==> src/rtl/bir_pkg.sv <==
// shared types, constants and codes for the bilinear image resizer
package bir_pkg;

	localparam int MAX_WIDTH     = 128;
	localparam int MAX_HEIGHT    = 128;
	localparam int MAX_CHANNELS  = 3;
	localparam int FRACTION_BITS = 16;
	localparam int TARGET_LIMIT  = 4096;

	localparam int SRC_W   = 8;
	localparam int CH_W    = 2;
	localparam int TGT_W   = 13;
	localparam int CNT_W   = 12;
	localparam int PIX_W   = 8;
	localparam int CFG_W   = 13;
	localparam int CFG_IDX_W = 3;

	localparam int STORE_DEPTH = MAX_WIDTH * MAX_HEIGHT * MAX_CHANNELS;
	localparam int ADDR_W      = $clog2(STORE_DEPTH);
	localparam int POS_W       = SRC_W + FRACTION_BITS;
	localparam int WGT_W       = FRACTION_BITS + 1;
	localparam int PROD_W      = WGT_W + PIX_W;
	localparam int ACC_W       = 2 * FRACTION_BITS + PIX_W;

	localparam logic CMD_LOAD    = 1'b0;
	localparam logic CMD_REQUEST = 1'b1;

	localparam logic [CFG_IDX_W-1:0] CFG_SOURCE_WIDTH  = 3'd0;
	localparam logic [CFG_IDX_W-1:0] CFG_SOURCE_HEIGHT = 3'd1;
	localparam logic [CFG_IDX_W-1:0] CFG_CHANNEL_COUNT = 3'd2;
	localparam logic [CFG_IDX_W-1:0] CFG_TARGET_WIDTH  = 3'd3;
	localparam logic [CFG_IDX_W-1:0] CFG_TARGET_HEIGHT = 3'd4;

	typedef struct packed {
		logic             cmd;
		logic [PIX_W-1:0] sample;
	} in_t;

	typedef struct packed {
		logic [PIX_W-1:0] pixel;
		logic [CNT_W-1:0] out_row;
		logic [CNT_W-1:0] out_col;
		logic [CH_W-1:0]  out_channel;
		logic             last;
	} out_t;

	typedef enum logic [1:0] {
		ST_IDLE,
		ST_TAP,
		ST_DRAIN,
		ST_OUT
	} state_t;

	typedef struct packed {
		logic       load;
		logic       tap_issue;
		logic [1:0] tap_idx;
		logic       finish;
	} dp_cmd_t;

	typedef struct packed {
		logic busy;
		logic out_free;
	} dp_stat_t;

endpackage

==> src/rtl/bir_ctrl.sv <==
// sequencer: load, four tap reads, pipeline drain and result hand-off
module bir_ctrl (
	input  logic               clk,
	input  logic               arst_n,
	input  logic               in_valid,
	input  logic               in_cmd,
	input  bir_pkg::dp_stat_t  stat,
	output logic               in_ready,
	output bir_pkg::dp_cmd_t   cmd
);

	bir_pkg::state_t state_q, state_d;
	logic [1:0]      cnt_q, cnt_d;

	always_ff @(posedge clk or negedge arst_n) begin
		if (!arst_n) begin
			state_q <= bir_pkg::ST_IDLE;
			cnt_q   <= '0;
		end else begin
			state_q <= state_d;
			cnt_q   <= cnt_d;
		end
	end

	always_comb begin
		state_d  = state_q;
		cnt_d    = cnt_q;
		in_ready = 1'b0;
		cmd      = '0;
		case (state_q)
			bir_pkg::ST_IDLE: begin
				in_ready = !stat.busy;
				if (in_valid && !stat.busy) begin
					if (in_cmd == bir_pkg::CMD_LOAD) begin
						cmd.load = 1'b1;
					end else begin
						state_d = bir_pkg::ST_TAP;
						cnt_d   = '0;
					end
				end
			end
			bir_pkg::ST_TAP: begin
				cmd.tap_issue = 1'b1;
				cmd.tap_idx   = cnt_q;
				cnt_d         = cnt_q + 1'b1;
				if (cnt_q == 2'd3) begin
					state_d = bir_pkg::ST_DRAIN;
					cnt_d   = '0;
				end
			end
			bir_pkg::ST_DRAIN: begin
				cnt_d = cnt_q + 1'b1;
				if (cnt_q == 2'd1) begin
					state_d = bir_pkg::ST_OUT;
				end
			end
			bir_pkg::ST_OUT: begin
				if (stat.out_free) begin
					cmd.finish = 1'b1;
					state_d    = bir_pkg::ST_IDLE;
				end
			end
			default: begin
				state_d = bir_pkg::ST_IDLE;
			end
		endcase
	end

endmodule

==> config.mk <==
export PLATFORM = sky130hd
export DESIGN_NAME = bir_ctrl
export DESIGN_NICKNAME = d
export VERILOG_FILES = /design/src/rtl/bir_pkg.sv /design/src/rtl/bir_ctrl.sv
export SDC_FILE = /design/constraint.sdc
export NUM_CORES = 1
export LEC_CHECK = 0
export BUFFER_PORTS_ARGS = -buffer_cell sky130_fd_sc_hd__buf_4
export CORE_AREA = 2 2 39 41
export DETAILED_ROUTE_END_ITERATION = 6
export DIE_AREA = 0 0 41 43
export MAX_ROUTING_LAYER = met4
export SLEW_MARGIN = 20
export SYNTH_ARGS = -nofsm -noshare
export SYNTH_HDL_FRONTEND = slang
export SYNTH_SLANG_ARGS = --single-unit
==> constraint.sdc <==
create_clock -name clk -period 3.6 [get_ports clk]
set_input_delay 0.36 -clock clk [delete_from_list [all_inputs] [get_ports clk]]
set_output_delay 0.36 -clock clk [all_outputs]
set_load 0.02 [all_outputs]
# Yosys cells after proc, flatten, opt, wreduce, memory -nomap -nowiden

Index checks and enable logic that the tools add are counted.

Add/sub/neg operators: 1
Multiply operators: 0
Div/mod/pow operators: 0
Order comparisons: 0
Eq/ne operators: 10
Shift operators: 0
Multiplexer cells: 17
Bitwise logic cells: 0
Reductions and logical operators: 6

Operators by type and width:

| kind                                                | number |
|---|---|
| 2-to-1 mux 2 bit                                    | 8 |
| != test 2 bit, second input constant                | 5 |
| one-hot mux 2 bit (4 select lines)                  | 1 |
| equality test 2 bit, second input constant          | 3 |
| 2-to-1 mux 1 bit                                    | 6 |
| one-hot mux 2 bit (3 select lines)                  | 1 |
| AND reduction 5 bit                                 | 1 |
| equality test 2 x 1 -> 1 bit, second input constant | 2 |
| 2-to-1 mux 3 bit                                    | 1 |
| AND reduction 3 bit                                 | 1 |
| nonzero test 3 bit                                  | 1 |
| adder 2 x 1 -> 2 bit, second input constant         | 1 |
| logical NOT 2 bit                                   | 1 |
| logical AND 1 bit                                   | 1 |
| logical NOT 1 bit                                   | 1 |

Flip-flop bits (word level): 4
Latch bits: 0
Memory bits (writable): 0
ROM bits: 0
Bits of input ports: 6
Output and inout bits: 6
Logic and storage cells: 36
Memories kept: 0

# Depth between registers and ports, before layout

Depth in word-level cells: 4
Mapped depth: 5
Gate-level depth less buffers: 5

# Worst setup path before layout

No wires, ideal clock.

Path kind: flip-flop to flip-flop
Start point: reg state_q[1]
End point: reg state_q[0]
Setup time: 79 ps
Arrival: 1512 ps
Data required time: 3521 ps
Setup slack: 2009 ps
Stages on the path, launching flop included: 6
Path buffers: 0
Clock period less this slack: 1591 ps
Cell sequence: dfrtp_1 > inv_1 > ha_1 > and2b_4 > a2111oi_4 > mux2i_1

Word-level cells in the longest chain between the ends: 3
Elaborated cells between the ends (all ways): 11
Those cells by class: 8 x eq/ne; 1 x mux; 2 x reduce/logical

Ends and longest elaborated chain:

| element                                           | line           | RTL |
|---|---|---|
| from (decl)                                       | bir_ctrl.sv:12 | `bir_pkg::state_t state_q, state_d;` |
| from (signal assigned)                            | bir_ctrl.sv:17 | `state_q <= bir_pkg::ST_IDLE;` |
| from (signal assigned)                            | bir_ctrl.sv:20 | `state_q <= state_d;` |
| equality test 2 bit, or another cell as far along | bir_ctrl.sv:30 | `case (state_q)` |
| != test 2 bit (no line)                           | --             |  |
| AND reduction 5 bit (no line)                     | --             |  |

Several ways; a longest one is shown, not always the timed one.
A chain may end at the register's enable or synchronous reset.

==> impl_metrics.json <==
{
  "cts-htree-levels": 1,
  "cts_max_path_buffers": 2,
  "yosys_warnings": 0,
  "grt_pass1_vias": 301,
  "floorplan.die.height_um": 43,
  "place.gp.congestion": 0.8248,
  "placement.io_buffers": 11,
  "grt_start_max_net_pins": 6,
  "number_of_flip_flops_and_latches_in_the_synthesized_netlist": 4,
  "post_route_hold_slack_ns": 0.4680,
  "drv_cap": 0,
  "power.leakage_nw": 0.2902,
  "cts_buffers": 3,
  "p_per_area_nw_per_um2": 797.4,
  "worst_ep_required_time_ns": 3.24,
  "syn-cell-area_sq_um": 401.6,
  "die_area_sq_um": 1763,
  "critical-path-max-stage-delay_ns": 0.39,
  "synth_sequential_area_ratio": 0.2492,
  "clk_latency_ns": 0.23,
  "netlist-cell-type-count": 16,
  "register_to_register_setup_slack_ns": 1.93,
  "initial_utilization": 0.2902,
  "initial_antenna_violation_count": 0,
  "arrival_time_of_the_worst_setup_path_ns": 1.49,
  "startpoint": "state_q[0]",
  "rsz0062_at_grt": "no",
  "vdd.ir_drop.worst_mv": 0.4394,
  "critical-path-slowest-cell": "sky130_fd_sc_hd__dfrtp_1",
  "critPathBufInv": 2,
  "area_delta_synth_final_pct": 33.64,
  "crit_type": "flop to output pin",
  "layout_min_cycle_time_ns": 1.846,
  "die_width_um": 41,
  "count_of_mapped_cells_out_of_synthesis": 36,
  "timing.final.max_slew_violations": 0,
  "cp_cell_sequence": "inv_1 -> ha_1 -> and4bb_2 -> buf_4",
  "tightest_slew_ns": 0.3627,
  "critPathMaxFanout": 5,
  "setup-tns-final_ns": 0,
  "worst_path_dominant_cell_family": "flip-flops",
  "total_power_uw": 428.0,
  "avg_vias_per_cell": 4.343,
  "layout_commonest_cell": "sky130_fd_sc_hd__buf_4",
  "hold_viol": 0,
  "finClkSkew_ns": 0.001224,
  "fillCellCount": 140,
  "avgSynthCellArea_sq_um": 11.16,
  "most-common-layout-cells": "sky130_fd_sc_hd__buf_4, sky130_fd_sc_hd__ha_1, sky130_fd_sc_hd__inv_1",
  "drc_errors": 0,
  "clkSinkCount": 4,
  "grt_first_pass_wirelength_um": 1179,
  "detail_route.first_pass.iterations": 2,
  "multi_input_area_sq_um": 282.8,
  "core_area_sq_um": 1384,
  "timing.rr.start": "state_q[1]",
  "timing.final.crit_share": 0.5128,
  "antennaDiodeCount": 0,
  "globalRouteTotalUtil": 0.1097,
  "grt_remaining_overflow": 0,
  "drtAntennaViolNets": 0,
  "register_area_sq_um": 100.1,
  "root_buffer": "sky130_fd_sc_hd__clkbuf_4",
  "dp_hpwl_um": 624.4,
  "crit_path_start_kind": "flop",
  "finalSetupViolations": 0,
  "worstHoldPathType": "input pin to async pin",
  "drive_above_1_share": 0.3922,
  "synth_top_cell_area_share": 0.2492,
  "max_clock_freq_mhz": 541.7,
  "route.vias.total": 291,
  "status": "complete, no violations",
  "yosysTopAreaCell": "sky130_fd_sc_hd__dfrtp_1",
  "wl_per_cell_um": 10.87,
  "drt_iter0_drcs": 1,
  "finalWirelength_um": 728,
  "clk_pin_slew_worst_paths_ns": 0.04,
  "rows": 14,
  "endpoint_kind": "output pin",
  "total_nets_final": 67,
  "synth_area_leaders": "sky130_fd_sc_hd__dfrtp_1, sky130_fd_sc_hd__ha_1, sky130_fd_sc_hd__mux2i_1",
  "syn_nets": 50,
  "relSlewSlack": 0.7520,
  "io-pin-count": 12,
  "clock_tree_from_tritoncts": "done"
}
## sequential cells by signal, summed over array words and instances, names as in the netlist
name     cells
cnt_q        2
state_q      2
## layer usage
layer	share of wire	GRT usage	vias to the layer above
li1	-	-	151
met1	0.41	0.1148	129
met2	0.51	0.1469	11
met3	0.082	0.05759	0
met4	0	0.08667	0
met5	0	-	-
## kinds of logic (layout without fill, tap and decap cells)
kind of cell             count (synthesis)  in the layout  synth area share
AO/OA/AOI/OAI                            4              4            0.1278
flip-flops                               4              4            0.2492
buffers and inverters                    5             20           0.04673
adder cells (fa/ha/maj)                  8              8            0.2492
AND/OR/NAND/NOR                         11             11            0.2243
multiplexers                             4              4            0.1028
## through the flow
| step | setup WS [ns] | utilization | cells | cell area, sq um |
|---|---|---|---|---|
| detailed placement | 1.912 | 0.3644 | 63 | 504.2 |
| floorplan | 2.009 | - | 36 | 401.6 |
| global route | 1.657 | 0.3879 | 67 | 536.8 |
| finish | 1.754 | 0.3879 | 67 | 536.8 |
| CTS | 1.737 | 0.3879 | 67 | 536.8 |
| global placement | 1.969 | 0.3644 | 63 | 504.2 |
## layout make-up
cell class	instances	area share
multi-input cells	27	0.5268
flip-flops and latches	4	0.1865
repair buffers	12	0.1725
clock buffers	3	0.04196
well taps	16	0.03730
inverters	5	0.03497
## worst paths after layout
kind | endpoint | cells after the start
worst max-delay path | cmd[4] | 4
worst min-delay path | cnt_q[1] | 2
worst max register to register | state_q[1] | 5
worst min register to register | cnt_q[1] | 1
max in group asynchronous | state_q[1] | 2
min in group clk | cnt_q[1] | 1
## synthesized netlist by cell type, drive strengths merged
cell     number
o211ai        1
nand3b        1
mux2i         3
nor2b         2
dfrtp         4
a2111oi       2
inv           5
a21o          1
ha            8
and4bb        1
mux2          1
nor2          2
and2b         2
and2          3
## power breakdown
| part | switching [mW] | internal (mW) | total (mW) |
|---|---|---|---|
| sequential | 0.0189 | 0.0677 | 0.0866 |
| clock | 0.0158 | 0.0371 | 0.0529 |
| combinational | 0.151 | 0.138 | 0.288 |
| total | 0.185 | 0.243 | 0.428 |
## worst register-to-register path: cells and delay by family (launching register included)
kind | cells | cell delay, ns
compound gates | 1 | 0.39
flops | 1 | 0.38
fa+ha+maj | 1 | 0.25
mux | 1 | 0.25
simple gates | 1 | 0.20
buf+inv | 1 | 0.10
## what timing repair did
item	CTS	global route
hold endpoints to repair	4	0
setup buffers	0	0
hold buffers	1	0
resized for setup	0	0
Power figures use the tool's default switching activity.
